File: src/pfce_pkg.sv
// ----------------------------------------------------------------------------
// pfce_pkg
// Shared types, command codes and sizes of the parallel flash command engine.
// ----------------------------------------------------------------------------
package pfce_pkg;

  localparam int BANK_BYTES   = 65536;
  // power of two, at most one bank
  localparam int SECTOR_BYTES = 4096;
  localparam int ARRAY_BYTES  = 2 * BANK_BYTES;

  localparam int ADDR_W = $clog2(BANK_BYTES);
  localparam int MEM_AW = $clog2(ARRAY_BYTES);
  localparam int DATA_W = 8;
  localparam int CFG_IW = 2;

  localparam logic [ADDR_W-1:0] SECT_MASK     = ADDR_W'(SECTOR_BYTES - 1);
  localparam logic [MEM_AW-1:0] ARRAY_LAST    = MEM_AW'(ARRAY_BYTES - 1);
  localparam logic [MEM_AW-1:0] BANK_LAST     = MEM_AW'(BANK_BYTES - 1);

  localparam logic [ADDR_W-1:0] ADDR_UNLOCK_A = 16'h5555;
  localparam logic [ADDR_W-1:0] ADDR_UNLOCK_B = 16'h2AAA;
  localparam logic [ADDR_W-1:0] ADDR_BANK     = 16'h0000;
  localparam logic [ADDR_W-1:0] ADDR_MAKER_ID = 16'h0000;
  localparam logic [ADDR_W-1:0] ADDR_PART_ID  = 16'h0001;

  localparam logic [DATA_W-1:0] DATA_UNLOCK_A = 8'hAA;
  localparam logic [DATA_W-1:0] DATA_UNLOCK_B = 8'h55;
  localparam logic [DATA_W-1:0] CMD_ID_ENTER  = 8'h90;
  localparam logic [DATA_W-1:0] CMD_ID_EXIT   = 8'hF0;
  localparam logic [DATA_W-1:0] CMD_ERASE     = 8'h80;
  localparam logic [DATA_W-1:0] CMD_PROGRAM   = 8'hA0;
  localparam logic [DATA_W-1:0] CMD_BANK      = 8'hB0;
  localparam logic [DATA_W-1:0] CMD_CHIP      = 8'h10;
  localparam logic [DATA_W-1:0] CMD_SECTOR    = 8'h30;
  localparam logic [DATA_W-1:0] ERASED_BYTE   = 8'hFF;

  localparam logic [CFG_IW-1:0] CFG_LARGE_MODE = 2'd0;
  localparam logic [CFG_IW-1:0] CFG_MAKER_ID   = 2'd1;
  localparam logic [CFG_IW-1:0] CFG_PART_ID    = 2'd2;

  localparam logic              LARGE_RST = 1'b1;
  localparam logic [DATA_W-1:0] MAKER_RST = 8'd98;
  localparam logic [DATA_W-1:0] PART_RST  = 8'd19;

  localparam logic OP_READ  = 1'b0;
  localparam logic OP_WRITE = 1'b1;

  typedef enum logic [2:0] {
    PH_READY,
    PH_UNLOCK1,
    PH_UNLOCK2,
    PH_ERASE,
    PH_ERASE1,
    PH_ERASE2,
    PH_PROGRAM,
    PH_BANK
  } ph_e;

  typedef enum logic [1:0] {
    ACT_NONE,
    ACT_PROG,
    ACT_CHIP,
    ACT_SECTOR
  } act_e;

  typedef enum logic [2:0] {
    ST_CLEAR,
    ST_IDLE,
    ST_EXEC,
    ST_PROG,
    ST_ERASE,
    ST_FIN
  } st_e;

  typedef struct packed {
    logic capture;
    logic exec;
    logic prog_wr;
    logic sweep_start;
    logic sweep_step;
    logic out_load;
  } pfce_cmd_t;

  typedef struct packed {
    act_e act;
    logic sweep_last;
    logic out_free;
  } pfce_stat_t;

endpackage

File: src/pfce_ctrl.sv
// ----------------------------------------------------------------------------
// pfce_ctrl
// Sequencer: clearing pass, request intake, program and erase steps, result.
// ----------------------------------------------------------------------------
module pfce_ctrl import pfce_pkg::*; (
  input  logic       clk_i,
  input  logic       rst_ni,
  input  logic       in_valid_i,
  output logic       in_ready_o,
  input  pfce_stat_t stat_i,
  output pfce_cmd_t  cmd_o
);

  st_e state_q, state_d;

  always_ff @(posedge clk_i or negedge rst_ni) begin
    if (!rst_ni) begin
      state_q <= ST_CLEAR;
    end else begin
      state_q <= state_d;
    end
  end

  always_comb begin
    state_d    = state_q;
    cmd_o      = '0;
    in_ready_o = 1'b0;
    case (state_q)
      ST_CLEAR: begin
        cmd_o.sweep_step = 1'b1;
        if (stat_i.sweep_last) state_d = ST_IDLE;
      end
      ST_IDLE: begin
        in_ready_o = 1'b1;
        if (in_valid_i) begin
          cmd_o.capture = 1'b1;
          state_d       = ST_EXEC;
        end
      end
      ST_EXEC: begin
        cmd_o.exec = 1'b1;
        case (stat_i.act)
          ACT_PROG: state_d = ST_PROG;
          ACT_CHIP, ACT_SECTOR: begin
            cmd_o.sweep_start = 1'b1;
            state_d           = ST_ERASE;
          end
          default: state_d = ST_FIN;
        endcase
      end
      ST_PROG: begin
        cmd_o.prog_wr = 1'b1;
        state_d       = ST_FIN;
      end
      ST_ERASE: begin
        cmd_o.sweep_step = 1'b1;
        if (stat_i.sweep_last) state_d = ST_FIN;
      end
      ST_FIN: begin
        if (stat_i.out_free) begin
          cmd_o.out_load = 1'b1;
          state_d        = ST_IDLE;
        end
      end
      default: state_d = ST_IDLE;
    endcase
  end

endmodule

File: config.mk
export PLATFORM = sky130hd
export DESIGN_NAME = pfce_ctrl
export DESIGN_NICKNAME = d
export VERILOG_FILES = /design/src/pfce_pkg.sv /design/src/pfce_ctrl.sv
export SDC_FILE = /design/constraint.sdc
export NUM_CORES = 1
export LEC_CHECK = 0
export BUFFER_PORTS_ARGS = -buffer_cell sky130_fd_sc_hd__buf_4
export CAP_MARGIN = 30
export CORE_AREA = 2 2 39 41
export CTS_BUF_LIST = sky130_fd_sc_hd__clkbuf_4 sky130_fd_sc_hd__clkbuf_8
export DETAILED_ROUTE_END_ITERATION = 10
export DIE_AREA = 0 0 41 43
export PLACE_DENSITY = 0.35
export REMOVE_ABC_BUFFERS = 1
export SETUP_SLACK_MARGIN = 0.2
export SLEW_MARGIN = 20
export SYNTH_ARGS = -nofsm -noshare
export SYNTH_HDL_FRONTEND = slang
export SYNTH_SLANG_ARGS = --single-unit
File: constraint.sdc
create_clock -name clk_i -period 1 [get_ports clk_i]
set_input_delay 0.1 -clock clk_i [delete_from_list [all_inputs] [get_ports clk_i]]
set_output_delay 0.1 -clock clk_i [all_outputs]
set_load 0.1 [all_outputs]
==> key figures <==
GRT
  • Global-route met3 utilization: 0.04188
  • Vias in the first global route: roughly 310
  • Grt peak-use layer: met2
  • Initial antenna violation count: 0
  • First-pass GRT wire length: 1.297 mm
  • Largest net degree at the start of global routing: 9
  • Global-route track usage on met1: 0.1234
  • Remaining Overflow, GRT: 0
  • Met2 usage: 0.1781
  • GRT Overall Usage: 0.1158

Die
  • CORE AREA: 1384 um2
  • Die width: between 40 and 50 um
  • Starting Density: 0.1609
  • Die area: 1763 um2
  • Die Y-Extent: around 43 um
  • I/O pin cnt: 14
  • Row cnt: 14

Worst setup path
  • Element type at the critical path end: primary output
  • Crit-path leading delay family: flip-flops
  • Critical Path Fanout Max: 6
  • Max stage delay cell, worst path: dfrtp_2
  • Worst EP arrival: 1.24 ns
  • Buf+Inv Stages, Crit Path: 2
  • CP cell instances: buf_4 -> nor3b_2 -> buf_6
  • CP startpoint kind: flop
  • CP Class: reg -> out
  • Max incr delay on CP: 0.43 ns
  • CP Data Required Time: 0.90 ns

Drt
  • Drt drc: 0
  • WL final: 804 um
  • Pre-Repair DR Iteration Count: 4
  • Via Count: 274
  • DR WL/cell: 12.37 um
  • Vias per cell: 4.215
  • DRT iter0 DRCs: 2
  • Post-route antenna net violation count: 0

Clocking
  • Worst-path clk slew: about 0.04 ns
  • TritonCTS Buffers: 3
  • H-tree depth: 1
  • Clock Path Buffers: 2
  • Later-pin clock latency in the skew report: 0.23 ns
  • Clock sinks: 3
  • TritonCTS clock tree: built
  • Root Buffer: clkbuf_4

Layout
  • Final Util: 0.4195
  • Fin nets: 57
  • Antenna diodes: 0
  • Largest Register: state_q
  • Biggest regs: state_q x3
  • Largest register FFs: 3
  • Layout cells sized above 1: 0.8163
  • Area Overhead vs Synth: 160.7%

Synthesis
  • Distinct cells, synth: 14
  • Post-synth EDFFs: 0
  • Post-synth ARST share: 1.000
  • Most common library cells after synthesis: dfrtp_1 (3), nor3b_1 (3), a21oi_1 (2), and4bb_4 (2), buf_2 (2)
  • Register bit count reported by yosys: 3
  • Cells after synthesis: 21
  • Top-area cell type share of the netlist area: 0.3371
  • YS warnings: 0
  • Synth Flop Type: dfrtp_1
  • Cell taking the most area after synthesis: dfrtp_1
  • Top cells by area, synth: dfrtp_1 (34%), and4bb_4 (15%), nor3b_1 (10%)
  • Syn Std Cell Area: 222.7 um2
  • Syn_area_per_cell: 10.61 um2
  • Post-synthesis sequential area ratio: 0.3371

STA
  • Worst Tran Pin Value: about 0.25 ns
  • Worst Slack Setup Final: -0.3358 ns
  • RSZ-0062 raised after global routing: true
  • Final hold viol count: 0
  • Tcrit/Tclk final: 1.336
  • Slew Viols, Final: 0
  • Fin crit period: 1.336 ns
  • Fmax: 748.6 MHz
  • Layout Skew: 0.001343 ns
  • Relative slew slack: 0.8347
  • Final Setup Violations: 10

Place
  • Hpwl dp: 469 um
  • I/O Buffers: 13
  • GPL Wtd Cong: 0.6143

Run status
  • Failing checks: setup timing
  • Outcome: finished, violations left

Job
  • Maxcap violations: 0

Worst hold path
  • Min-Delay Path Class: in -> reg
[layout make-up]
type	count	area, um2
Tap cell	16	20.02
Clock buffer	4	30.03
Timing Repair Buffer	26	285.3
Fill cell	142	803.3
Multi-Input combinational cell	16	166.4
Sequential cell	3	78.83
[worst paths after layout]
path                                           to  cells past startpoint  slack (ns)              startpoint
max                                    in_ready_o                      3       -0.34  state_q[1]$_DFFE_PN0P_
min                        state_q[0]$_DFFE_PN0P_                      3        0.14               stat_i[1]
max reg2reg                state_q[1]$_DFFE_PN0P_                      5       -0.18  state_q[0]$_DFFE_PN0P_
min reg2reg                state_q[1]$_DFFE_PN0P_                      2        0.66  state_q[2]$_DFFE_PN0P_
max in group asynchronous  state_q[0]$_DFFE_PN0P_                      2        0.70                  rst_ni
min in group asynchronous  state_q[2]$_DFFE_PN0P_                      2        0.20                  rst_ni
[layout by cell type, fill, tap and decap left out]
cell type       n
nor3b_4         1
clkbuf_4        4
buf_4          14
a21oi_1         2
nand4bb_1       1
nand2b_1        1
buf_12          6
nor3_1          1
and4bb_4        2
and3b_2         1
nor3_2          1
dlygate4sd3_1   1
dfrtp_2         3
and4b_1         1
nor3b_2         2
o2bb2ai_1       1
buf_2           1
nor2_4          1
buf_6           4
nand3b_1        1
[worst register-to-register path: stages, from the launching register on]
cell and delay [ns]:
dfrtp_2 0.45, buf_6 0.15, buf_6 0.11, buf_6 0.11
nand4bb_1 0.17, a21oi_1 0.13
[cells by family after synthesis]
kind of cell | after synthesis | synth area share
buf+inv | 2 | 0.04495
flops | 3 | 0.3371
simple gates | 13 | 0.5337
compound gates | 3 | 0.08428
[timing repair]
item	CTS	global route
hold buffers	1	0
pin swaps	6	2
gates resized for setup	30	4
endpoints found under the hold margin	3	0
setup endpoints to repair	10	10
setup buffers	8	1
[through the flow]
stage | instance area [um2] | hold slack (ns) | setup TNS [ns] | cells | setup WS (ns)
6_report | 580.6 | 0.1417 | -2.585 | 65 | -0.3358
3_3_place_gp | 352.8 | -0.1093 | -1.170 | 51 | -0.2264
2_1_floorplan | 212.7 | -0.1956 | -5.521 | 19 | -1.799
5_1_grt | 580.6 | 0.1549 | -3.040 | 65 | -0.3788
3_5_place_dp | 352.8 | -0.1103 | -1.343 | 51 | -0.2341
4_1_cts | 553.0 | 0.1320 | -2.632 | 64 | -0.3420
[layer usage]
layer | share of wire | wire, um
met5 | 0 | 0
met3 | 0.049 | 39
met1 | 0.41 | 326
met2 | 0.54 | 438
met4 | 0 | 0
Power is left out: the tool's default activity adds up to more than one toggle a clock period on the data nets, which glitch-free logic cannot reach.
